### config.mk
export PLATFORM = sky130hd
export DESIGN_NAME = quad_cull_and_winding_flat
export DESIGN_NICKNAME = d
export VERILOG_FILES = /design/src/sv/qcw_pkg.sv /design/src/sv/qcw_ifs.sv /design/src/sv/quad_cull_and_winding.sv /design/src/flat_wrapper.sv
export VERILOG_INCLUDE_DIRS = /design/src /design/src/sv
export SDC_FILE = /design/constraint.sdc
export NUM_CORES = 2
export LEC_CHECK = 0
export ABC_AREA = 1
export BUFFER_PORTS_ARGS = -buffer_cell sky130_fd_sc_hd__clkbuf_2
export CORE_MARGIN = 10
export CORE_UTILIZATION = 57
export CTS_CLUSTER_SIZE = 20
export DETAILED_ROUTE_END_ITERATION = 7
export PLACE_DENSITY = 0.84
export SETUP_SLACK_MARGIN = 0.2
export SLEW_MARGIN = 10
export SYNTH_ARGS = -nofsm -noshare
export SYNTH_HDL_FRONTEND = slang
export SYNTH_SLANG_ARGS = --single-unit
### constraint.sdc
create_clock -name clk -period 5.7 [get_ports clk]
set_clock_uncertainty 0.1 [all_clocks]
set_input_delay 0.855 -clock clk [delete_from_list [all_inputs] [get_ports clk]]
set_output_delay 0.855 -clock clk [all_outputs]
set_load 0.02 [all_outputs]
### src/sv/quad_cull_and_winding_defines.svh
// Assertion macros for the quad cull and winding block.
`ifndef QUAD_CULL_AND_WINDING_DEFINES_SVH
`define QUAD_CULL_AND_WINDING_DEFINES_SVH

`ifndef SYNTHESIS

`define QCW_ASSERT_IMPLY(label, ante, cons) \
  label: assert property (@(posedge clk) disable iff (!rst_n) (ante) |-> (cons)) \
    else $error("assertion failed: same-cycle implication");

`define QCW_ASSERT_NEXT(label, ante, cons) \
  label: assert property (@(posedge clk) disable iff (!rst_n) (ante) |=> (cons)) \
    else $error("assertion failed: next-cycle implication");

`else

`define QCW_ASSERT_IMPLY(label, ante, cons)

`define QCW_ASSERT_NEXT(label, ante, cons)

`endif

`endif

### src/sv/qcw_pkg.sv
// Types and constants shared by the quad cull and winding block.
package qcw_pkg;

  typedef logic signed [15:0] coord_t;
  typedef logic signed [17:0] depth_t;
  typedef logic        [11:0] extent_t;
  typedef logic        [16:0] mean_t;

  localparam int CFG_AW = 5;
  localparam int CFG_DW = 32;

  localparam logic [2:0] REG_VIEWPORT_WIDTH  = 3'd0;
  localparam logic [2:0] REG_VIEWPORT_HEIGHT = 3'd1;
  localparam logic [2:0] REG_DOUBLE_SIDED    = 3'd2;
  localparam logic [2:0] REG_FRONT_CW        = 3'd3;
  localparam logic [2:0] REG_Y_AXIS_UP       = 3'd4;

  localparam extent_t WIDTH_RESET  = 12'd640;
  localparam extent_t HEIGHT_RESET = 12'd480;

  localparam logic [16:0] DEPTH_ONE = 17'd65536;

endpackage

### src/sv/qcw_ifs.sv
// Handshake channel interfaces for quads in and cull results out.
interface qcw_quad_if;
  import qcw_pkg::*;

  logic   valid;
  logic   ready;
  coord_t vx0;
  coord_t vy0;
  depth_t vz0;
  coord_t vx1;
  coord_t vy1;
  depth_t vz1;
  coord_t vx2;
  coord_t vy2;
  depth_t vz2;
  coord_t vx3;
  coord_t vy3;
  depth_t vz3;

  modport source (
    output valid, vx0, vy0, vz0, vx1, vy1, vz1, vx2, vy2, vz2, vx3, vy3, vz3,
    input  ready
  );
  modport sink (
    input  valid, vx0, vy0, vz0, vx1, vy1, vz1, vx2, vy2, vz2, vx3, vy3, vz3,
    output ready
  );
endinterface

interface qcw_res_if;
  import qcw_pkg::*;

  logic  valid;
  logic  ready;
  logic  visible;
  logic  is_clockwise;
  mean_t mean_depth;

  modport source (output valid, visible, is_clockwise, mean_depth, input ready);
  modport sink (input valid, visible, is_clockwise, mean_depth, output ready);
endinterface

### src/sv/quad_cull_and_winding.sv
// Quad depth, screen and facing cull with winding and mean depth output.
//
// One request on in_quad carries four projected vertices (x, y in Q12.4
// pixels, z in Q1.16). Each request produces exactly one result on out_res:
// the visible flag, the projected winding and the mean depth of a visible quad.
// The work runs in a three-stage pipeline: vertex checks and diagonal
// differences, two 17x17 diagonal products, then the area sign and the cull
// decision into the result register. One request is accepted every cycle
// while out_res is not stalled.
// When out_res is stalled the whole pipeline holds and in_quad.ready drops;
// it rises again in the cycle the held result is taken.
// The APB port writes and reads the viewport size, double_sided,
// front_clockwise and y_axis_up; the user must write it only while the pipeline
// is empty, as the block does not enforce it. Synchronous reset empties the
// pipeline and restores 640x480 single-sided, counterclockwise-front, y-down culling.
`include "quad_cull_and_winding_defines.svh"

module quad_cull_and_winding (
  input  logic                          clk,
  input  logic                          rst_n,
  qcw_quad_if.sink                      in_quad,
  qcw_res_if.source                     out_res,
  input  logic                          cfg_psel,
  input  logic                          cfg_penable,
  input  logic                          cfg_pwrite,
  input  logic [qcw_pkg::CFG_AW-1:0]    cfg_paddr,
  input  logic [qcw_pkg::CFG_DW-1:0]    cfg_pwdata,
  output logic [qcw_pkg::CFG_DW-1:0]    cfg_prdata,
  output logic                          cfg_pready
);
  import qcw_pkg::*;

  extent_t width_r;
  extent_t height_r;
  logic    double_sided_r;
  logic    front_cw_r;
  logic    y_up_r;

  logic       cfg_wr;
  logic [2:0] cfg_idx;

  logic               adv;
  logic               s1_valid_r;
  logic signed [16:0] dxa_r, dya_r, dxb_r, dyb_r;
  logic signed [16:0] dxa_nxt, dya_nxt, dxb_nxt, dyb_nxt;
  logic               s1_pass_r, s1_pass_nxt;
  mean_t              s1_mean_r, s1_mean_nxt;

  logic               s2_valid_r;
  logic signed [33:0] pa_r, pb_r;
  logic               s2_pass_r;
  mean_t              s2_mean_r;

  logic               out_valid_r;
  logic               visible_r, visible_nxt;
  logic               cw_r, cw_nxt;
  mean_t              mean_r, mean_nxt;

  coord_t             vx [4];
  coord_t             vy [4];
  depth_t             vz [4];
  logic               depth_ok;
  logic               on_screen;
  logic signed [19:0] zsum;
  logic signed [34:0] area;
  logic               area_pos;
  logic               cw_calc;

  assign cfg_pready = 1'b1;
  assign cfg_wr     = cfg_psel && cfg_penable && cfg_pwrite;
  assign cfg_idx    = cfg_paddr[4:2];

  always_ff @(posedge clk) begin
    if (!rst_n) begin
      width_r        <= WIDTH_RESET;
      height_r       <= HEIGHT_RESET;
      double_sided_r <= 1'b0;
      front_cw_r     <= 1'b0;
      y_up_r         <= 1'b0;
    end else if (cfg_wr) begin
      unique case (cfg_idx)
        REG_VIEWPORT_WIDTH:  width_r        <= cfg_pwdata[11:0];
        REG_VIEWPORT_HEIGHT: height_r       <= cfg_pwdata[11:0];
        REG_DOUBLE_SIDED:    double_sided_r <= cfg_pwdata[0];
        REG_FRONT_CW:        front_cw_r     <= cfg_pwdata[0];
        REG_Y_AXIS_UP:       y_up_r         <= cfg_pwdata[0];
        default: ;
      endcase
    end
  end

  always_comb begin
    unique case (cfg_idx)
      REG_VIEWPORT_WIDTH:  cfg_prdata = {20'd0, width_r};
      REG_VIEWPORT_HEIGHT: cfg_prdata = {20'd0, height_r};
      REG_DOUBLE_SIDED:    cfg_prdata = {31'd0, double_sided_r};
      REG_FRONT_CW:        cfg_prdata = {31'd0, front_cw_r};
      REG_Y_AXIS_UP:       cfg_prdata = {31'd0, y_up_r};
      default:             cfg_prdata = '0;
    endcase
  end

  assign adv           = !out_valid_r || out_res.ready;
  assign in_quad.ready = adv;

  // The shoelace sum of a quad equals the cross product of its diagonals;
  // the y axis direction picks the clockwise sign: positive if y_up, else negative.
  always_comb begin
    vx[0] = in_quad.vx0; vy[0] = in_quad.vy0; vz[0] = in_quad.vz0;
    vx[1] = in_quad.vx1; vy[1] = in_quad.vy1; vz[1] = in_quad.vz1;
    vx[2] = in_quad.vx2; vy[2] = in_quad.vy2; vz[2] = in_quad.vz2;
    vx[3] = in_quad.vx3; vy[3] = in_quad.vy3; vz[3] = in_quad.vz3;
    depth_ok  = 1'b1;
    on_screen = 1'b0;
    for (int i = 0; i < 4; i++) begin
      if (vz[i][17] || (vz[i][16:0] > DEPTH_ONE)) begin
        depth_ok = 1'b0;
      end
      if (!vx[i][15] && !vy[i][15] &&
          (vx[i] <= {width_r, 4'h0}) && (vy[i] <= {height_r, 4'h0})) begin
        on_screen = 1'b1;
      end
    end
    zsum = 20'(vz[0]) + 20'(vz[1]) + 20'(vz[2]) + 20'(vz[3]);
    s1_mean_nxt = zsum[18:2];
    s1_pass_nxt = depth_ok && on_screen;
    dxa_nxt = {vx[2][15], vx[2]} - {vx[0][15], vx[0]};
    dya_nxt = {vy[3][15], vy[3]} - {vy[1][15], vy[1]};
    dxb_nxt = {vx[3][15], vx[3]} - {vx[1][15], vx[1]};
    dyb_nxt = {vy[2][15], vy[2]} - {vy[0][15], vy[0]};
  end

  always_comb begin
    area        = {pa_r[33], pa_r} - {pb_r[33], pb_r};
    area_pos    = !area[34] && (area != '0);
    cw_calc     = y_up_r ? area_pos : area[34];
    visible_nxt = s2_pass_r && (double_sided_r || (cw_calc == front_cw_r));
    cw_nxt      = s2_pass_r && cw_calc;
    mean_nxt    = visible_nxt ? s2_mean_r : '0;
  end

  always_ff @(posedge clk) begin
    if (!rst_n) begin
      s1_valid_r  <= 1'b0;
      s2_valid_r  <= 1'b0;
      out_valid_r <= 1'b0;
    end else if (adv) begin
      s1_valid_r  <= in_quad.valid;
      s2_valid_r  <= s1_valid_r;
      out_valid_r <= s2_valid_r;
    end
  end

  always_ff @(posedge clk) begin
    if (adv) begin
      dxa_r     <= dxa_nxt;
      dya_r     <= dya_nxt;
      dxb_r     <= dxb_nxt;
      dyb_r     <= dyb_nxt;
      s1_pass_r <= s1_pass_nxt;
      s1_mean_r <= s1_mean_nxt;
      pa_r      <= dxa_r * dya_r;
      pb_r      <= dxb_r * dyb_r;
      s2_pass_r <= s1_pass_r;
      s2_mean_r <= s1_mean_r;
      visible_r <= visible_nxt;
      cw_r      <= cw_nxt;
      mean_r    <= mean_nxt;
    end
  end

  assign out_res.valid        = out_valid_r;
  assign out_res.visible      = visible_r;
  assign out_res.is_clockwise = cw_r;
  assign out_res.mean_depth   = mean_r;

  `QCW_ASSERT_IMPLY(a_stall_blocks_input, out_valid_r && !out_res.ready, !in_quad.ready)
  `QCW_ASSERT_NEXT(a_accept_enters_pipe, in_quad.valid && in_quad.ready, s1_valid_r)
  `QCW_ASSERT_IMPLY(a_visible_faces_front,
                    out_valid_r && visible_r && !double_sided_r, cw_r == front_cw_r)
  `QCW_ASSERT_IMPLY(a_culled_zero_depth, out_valid_r && !visible_r, mean_r == '0)
  `QCW_ASSERT_IMPLY(a_mean_in_range, out_valid_r && visible_r, mean_r <= DEPTH_ONE)

endmodule
### src/flat_wrapper.sv
// flat-port wrapper written by rule: the top's interface ports become plain ports
module quad_cull_and_winding_flat import qcw_pkg::*;
  (clk, rst_n, cfg_psel, cfg_penable, cfg_pwrite, cfg_paddr, cfg_pwdata, cfg_prdata, cfg_pready, in_quad_valid, in_quad_vx0, in_quad_vy0, in_quad_vz0, in_quad_vx1, in_quad_vy1, in_quad_vz1, in_quad_vx2, in_quad_vy2, in_quad_vz2, in_quad_vx3, in_quad_vy3, in_quad_vz3, in_quad_ready, out_res_valid, out_res_visible, out_res_is_clockwise, out_res_mean_depth, out_res_ready);
  qcw_quad_if in_quad_i ();
  qcw_res_if out_res_i ();
  input  logic clk;
  input  logic rst_n;
  input  logic cfg_psel;
  input  logic cfg_penable;
  input  logic cfg_pwrite;
  input  logic [qcw_pkg::CFG_AW-1:0] cfg_paddr;
  input  logic [qcw_pkg::CFG_DW-1:0] cfg_pwdata;
  output logic [qcw_pkg::CFG_DW-1:0] cfg_prdata;
  output logic cfg_pready;
  input wire logic [$bits(in_quad_i.valid)-1:0] in_quad_valid;
  input wire logic [$bits(in_quad_i.vx0)-1:0] in_quad_vx0;
  input wire logic [$bits(in_quad_i.vy0)-1:0] in_quad_vy0;
  input wire logic [$bits(in_quad_i.vz0)-1:0] in_quad_vz0;
  input wire logic [$bits(in_quad_i.vx1)-1:0] in_quad_vx1;
  input wire logic [$bits(in_quad_i.vy1)-1:0] in_quad_vy1;
  input wire logic [$bits(in_quad_i.vz1)-1:0] in_quad_vz1;
  input wire logic [$bits(in_quad_i.vx2)-1:0] in_quad_vx2;
  input wire logic [$bits(in_quad_i.vy2)-1:0] in_quad_vy2;
  input wire logic [$bits(in_quad_i.vz2)-1:0] in_quad_vz2;
  input wire logic [$bits(in_quad_i.vx3)-1:0] in_quad_vx3;
  input wire logic [$bits(in_quad_i.vy3)-1:0] in_quad_vy3;
  input wire logic [$bits(in_quad_i.vz3)-1:0] in_quad_vz3;
  output wire logic [$bits(in_quad_i.ready)-1:0] in_quad_ready;
  output wire logic [$bits(out_res_i.valid)-1:0] out_res_valid;
  output wire logic [$bits(out_res_i.visible)-1:0] out_res_visible;
  output wire logic [$bits(out_res_i.is_clockwise)-1:0] out_res_is_clockwise;
  output wire logic [$bits(out_res_i.mean_depth)-1:0] out_res_mean_depth;
  input wire logic [$bits(out_res_i.ready)-1:0] out_res_ready;
  assign in_quad_i.valid = in_quad_valid;
  assign in_quad_i.vx0 = in_quad_vx0;
  assign in_quad_i.vy0 = in_quad_vy0;
  assign in_quad_i.vz0 = in_quad_vz0;
  assign in_quad_i.vx1 = in_quad_vx1;
  assign in_quad_i.vy1 = in_quad_vy1;
  assign in_quad_i.vz1 = in_quad_vz1;
  assign in_quad_i.vx2 = in_quad_vx2;
  assign in_quad_i.vy2 = in_quad_vy2;
  assign in_quad_i.vz2 = in_quad_vz2;
  assign in_quad_i.vx3 = in_quad_vx3;
  assign in_quad_i.vy3 = in_quad_vy3;
  assign in_quad_i.vz3 = in_quad_vz3;
  assign in_quad_ready = in_quad_i.ready;
  assign out_res_valid = out_res_i.valid;
  assign out_res_visible = out_res_i.visible;
  assign out_res_is_clockwise = out_res_i.is_clockwise;
  assign out_res_mean_depth = out_res_i.mean_depth;
  assign out_res_i.ready = out_res_ready;
  quad_cull_and_winding u_core (.clk(clk), .rst_n(rst_n), .in_quad(in_quad_i), .out_res(out_res_i), .cfg_psel(cfg_psel), .cfg_penable(cfg_penable), .cfg_pwrite(cfg_pwrite), .cfg_paddr(cfg_paddr), .cfg_pwdata(cfg_pwdata), .cfg_prdata(cfg_prdata), .cfg_pready(cfg_pready));
endmodule
# After elaboration in Yosys (flattened, before gate mapping)
# Index checks and enable logic that the tools add are counted.
dict set report word_totals {
  regBits 221
  input_bits 244
  ramBits 0
  mem_count 0
  latch_bits 0
  romBits 0
}
dict set report classes {
  bitwise 0
  div 0
  order_cmp 12
  reduce_logical 41
  muxes 10
  shift 0
  addsub 8
  eq_ne 5
  mul 2
}
# op n
set ops {}
lappend ops {{$le A16 B16 Y1} 8}
lappend ops {{$gt A17 B17 Y1 const B} 4}
lappend ops {{$mul A17 B17 Y34} 2}
lappend ops {{$sub A16 B16 Y17} 4}
lappend ops {{$pmux W12 S5} 1}
lappend ops {{$add A19 B18 Y19} 2}
lappend ops {{$reduce_bool A35 Y1} 1}
lappend ops {{$sub A34 B34 Y35} 1}
lappend ops {{$add A18 B18 Y19} 1}
lappend ops {{$logic_and A1 B1 Y1} 18}
lappend ops {{$logic_not A1 Y1} 10}
lappend ops {{$reduce_and A2 Y1} 5}
lappend ops {{$mux W1} 9}
lappend ops {{$eq A3 B2 Y1 const B} 2}
lappend ops {{$logic_or A1 B1 Y1} 6}
lappend ops {{$eq A3 B1 Y1 const B} 1}
lappend ops {{$eq A3 B3 Y1 const B} 1}
lappend ops {{$logic_not A3 Y1} 1}
lappend ops {{$eq A1 B1 Y1} 1}

# Longest topological paths before layout
dict set report depth {
  ltp_word 9
  mapped_depth 33
}

# Worst setup path before layout
# Ideal clock, no wire load.
dict set report synth_path {
  kind {reg2reg}
  start {register u_core.dxb_r[7]}
  end {register u_core.pb_r[30] (data pin)}
  setup_time_ns 0.259
  stages_incl_launch_ff 27
  required_time_ns 5.341
  slack_ns -0.246
  t_arrival_ns 5.587
  path_cell_list {edfxtp_1 clkbuf_1 clkbuf_1 nand2_1 fa_1 inv_1 fa_1 inv_1 fa_1 inv_1 fa_1 fa_1 inv_1 fa_1 inv_1 ha_1 a21oi_1 o21ai_0 a21oi_1 inv_1 a31oi_1 o21bai_1 nand2_1 nand2_1 nand2_1 nand2_1 xor2_1}
}
dict set report synth_between {
  elab_chain_len 1
}
# item line_no
set synth_lines {}
lappend synth_lines {{start, declared} quad_cull_and_winding.sv:44} ;# logic signed [16:0] dxa_r, dya_r, dxb_r, dyb_r;
lappend synth_lines {{start signal, assigned} quad_cull_and_winding.sv:158} ;# dxb_r <= dxb_nxt;
lappend synth_lines {{$mul A17 B17 Y34} quad_cull_and_winding.sv:163} ;# pb_r <= dxb_r * dyb_r;
lappend synth_lines {{end signal, assigned} quad_cull_and_winding.sv:163}
lappend synth_lines {{end, declared} quad_cull_and_winding.sv:50} ;# logic signed [33:0] pa_r, pb_r;
# Every way passes these cells.
# A chain may end at the register's enable or synchronous reset.

# Final worst setup path
dict set report layout_path {
  start {register u_core.dyb_r[3]}
  end {register u_core.pb_r[33] (data pin)}
}
dict set report layout_between {
  elab_chain_len 1
}
# item line_no
set layout_lines {}
lappend layout_lines {{start, declared} quad_cull_and_winding.sv:44}
lappend layout_lines {{start signal, assigned} quad_cull_and_winding.sv:159} ;# dyb_r <= dyb_nxt;
lappend layout_lines {{$mul A17 B17 Y34} quad_cull_and_winding.sv:163}
# Every way passes these cells.

==> implementation parameters <==
Parameter                              Value

Timing
  Final min period ... 5970 ps
  Hold violation count in the final report ... 0
  Worst slew margin ... 0.371
  Worst Max-Slew Pin Slew ... 943 ps
  Final max-slew violation count ... 0
  Tcrit/Tclk final ... 1.05
  Worst Setup Slack, final ... -269 ps
  Setup repair after global routing missed its margin ... true
  Count of final setup violators ... 25
  Highest Clock Rate ... 168 MHz

Worst hold path
  Hold path start ... u_core.s1_mean_r[1]
  Endpoint, Worst Hold ... u_core.s2_mean_r[1]
  Depth of the worst hold-timing path ... 0
  Worst min-delay path category ... register to register

Setup path
  Crit path arrival time ... 6180 ps
  Crit start category ... register
  Type of the worst setup path ... register to register
  Cells on worst reg2reg path ... 19
  CP Max Fanout ... 7
  Reg-to-reg critical path endpoint ... u_core.pb_r[33]
  FF-to-FF Start ... u_core.dyb_r[3]
  Worst reg-to-reg setup slack ... -270 ps
  WP data required ... 5910 ps
  Critical path capture point type ... register

Place
  Routability-driven placement congestion ratio ... 0.997
  Count of buffers from port buffering ... 254
  Number of placed cells counting well taps ... 6023
  Placed cell area ... 0.0435 mm^2
  DPL Wire Length ... 93500 um

Final layout
  Filler-free cell count of the finished design ... 6173
  Design area ... 0.0467 mm^2
  Core utilization of the finished layout ... 0.692
  Final layout net count ... 6533
  Area growth syn-to-layout ... 19.5%
  Proportion of layout cells with a drive suffix above 1 ... 0.186

CTS
  TritonCTS clock tree ... built
  Hold Buf Count CTS ... 0
  H-Tree Depth ... 1
  Number of buffers added by the clock tree synthesis step ... 28
  Clock slew seen by the registers of the worst setup and hold paths ... 60 ps
  Master cell of the clock root buffer ... clkbuf_16
  Clock sink total ... 221
  Skew-Pair Late Insertion Delay ... 580 ps
  CTS max path bufs ... 3

Synthesis
  Share of flip-flops with an asynchronous set or reset ... 0
  Portion of the post-synthesis area used by sequential elements ... 0.162
  Yosys warnings ... 0
  Prevailing post-synth register cell ... edfxtp_1
  Flip-flop and latch count after synthesis ... 221
  Total standard cell area after synthesis ... 0.0391 mm^2
  Synth unique cells ... 51
  Post-synth EDFFs ... 191
  Cells after Synth ... 4760
  Synthesized area per cell ... 8.21 um^2

Die
  Overall die area ... 0.0794 mm^2
  Initial Util ... 0.579
  # IOs ... 298
  Row Count ... 95
  Core box area ... 0.0675 mm^2
  Height of the die ... 282 um
  Die X-Extent ... 282 um

GRT
  Gr busiest metal ... met2
  Number of antenna violations at the first check in global routing ... 3
  Met2 global-route usage ... 0.506
  Met1 usage in global routing ... 0.330
  Remaining global-route overflow ... 0
  Via count of the first global-routing pass ... 35491
  GR Util met3 ... 0.0537
  Maximum number of pins on one net before global-route repair ... 173
  Wire length of the first global-routing pass ... 181000 um
  Total track usage ... 0.289

Route
  Count of antenna-violating nets left after detailed routing ... 0
  Router iterations before antenna repair ... 8
  Initial detailed-routing violation count ... 2830
  Average vias per placed instance ... 5.46
  Overall via count from detail_route ... 33727
  Post-DR wirelength/cell ... 19.2 um
  Final wirelength ... 119000 um
  Remaining design rule violation count ... 7

Outcome
  Failing checks ... design-rule violations, negative setup slack
  Status ... complete, but fails checks

Job
  MaxCap Viol Count ... 0
## placed cells by master (no fill, tap or decap), drive strengths merged, types with 8 or more instances in the layout
cell and n:
a21boi 10, a21oi 242, buf 378, clkbuf 295, conb 21, dfxtp 30, edfxtp 191, fa 633
ha 380, inv 1330, nand2 1053, nand3 91, nand3b 9, nand4 22, nor2 172, nor3 31
nor4 29, o21a 8, o21ai 120, o21bai 16, o22ai 11, o31ai 10, or2 8, xnor2 58
xor2 98
## Yosys cell counts (all sizes together) (4+ instances only)
cell type  instances  share of area
inv             1327           0.13
edfxtp           191           0.15
o21a               8         0.0015
dfxtp             30          0.015
nor3              31         0.0040
and2               4        0.00064
o21ai            120          0.015
a211oi             5        0.00096
or2                8         0.0013
o211ai             5        0.00096
nor2             172          0.017
a21oi            242          0.031
xnor2             58          0.013
a21boi            10         0.0019
nand4             22         0.0035
buf               25         0.0048
nand3             91          0.012
a31oi              7         0.0011
xor2              98          0.022
o21bai            16         0.0031
nor4              29         0.0046
nand2           1053           0.10
clkbuf           140          0.013
ha               380           0.12
o2111ai            4        0.00090
fa               633           0.32
o22ai             11         0.0018
o31ai             10         0.0019
nand3b             9         0.0017
## critical path: stages (launching register included)
cell and delay (ps):
edfxtp_1 390, buf_6 160, nand2_1 90, inv_1 70
fa_2 650, fa_2 500, buf_12 170, fa_1 480
inv_1 60, fa_1 560, inv_1 70, fa_1 480
fa_1 580, ha_4 230, a21o_1 190, a21oi_2 150
o21bai_1 90, a221oi_1 310, o21ai_1 190, xor2_1 180
## worst max-delay path by stage
stage,start,end,slack [ps]
after global routing,u_core.dxb_r[16],u_core.pb_r[33],-440
after global placement,u_core.dxa_r[16],u_core.pa_r[31],-30
after floorplan,u_core.dxb_r[4],u_core.pb_r[30],110
final,u_core.dyb_r[3],u_core.pb_r[33],-270
after CTS,u_core.dyb_r[4],u_core.pb_r[33],-40
after detailed placement,u_core.dyb_r[2],u_core.pb_r[30],-190
## logic make-up after synthesis
kind of cell | synth area share
AOI/OAI and AO/OA | 0.0644
xor gates and xnor gates | 0.0350
adders and majority gates | 0.446
buffers and inverters | 0.146
DFF | 0.162
other | 0.000192
and+or+nand+nor | 0.147
## area by class of cell
class	instances	area [um^2]
diodes	2	5.00
flip-flops and latches	221	6340
repair buffers	632	4820
clock buffers	41	855
well taps	873	1090
multi-input cells	3065	28500
clock inverters	11	150
inverters	1328	4990
fillers	4730	20800
## registers in the layout, summed over array words and instances (netlist names), 12 cells and up
name / count
u_core.pa_r: 34
u_core.pb_r: 34
u_core.dxa_r: 17
u_core.dxb_r: 17
u_core.dya_r: 17
u_core.dyb_r: 17
u_core.out_res.mean_depth: 17
u_core.s1_mean_r: 17
u_core.s2_mean_r: 17
u_core.height_r: 12
u_core.width_r: 12
## through the flow
step	hold slack [ps]	setup slack (ps)	setup TNS, ps
after floorplan	300	110	0
after global placement	301	-34.1	-102
after detailed placement	305	-193	-1810
after CTS	316	-42.3	-63.2
after global routing	321	-444	-6030
final	311	-269	-2190
## repair_timing
item	4_1_cts	5_1_grt
gates cloned	3	0
endpoints found under the setup margin	34	38
setup buffers	69	24
gates resized for setup	198	167
pin swaps	100	111
## layer usage
metal  wire (um)  vias to the layer above
met5           0                        -
met4        8170                        0
met3       10300                      471
met2       58300                     1762
met1       42000                    16238
li1            -                    15256
Power is left out: the tool's default activity adds up to more than one toggle a clock period on the data nets, which glitch-free logic cannot reach.
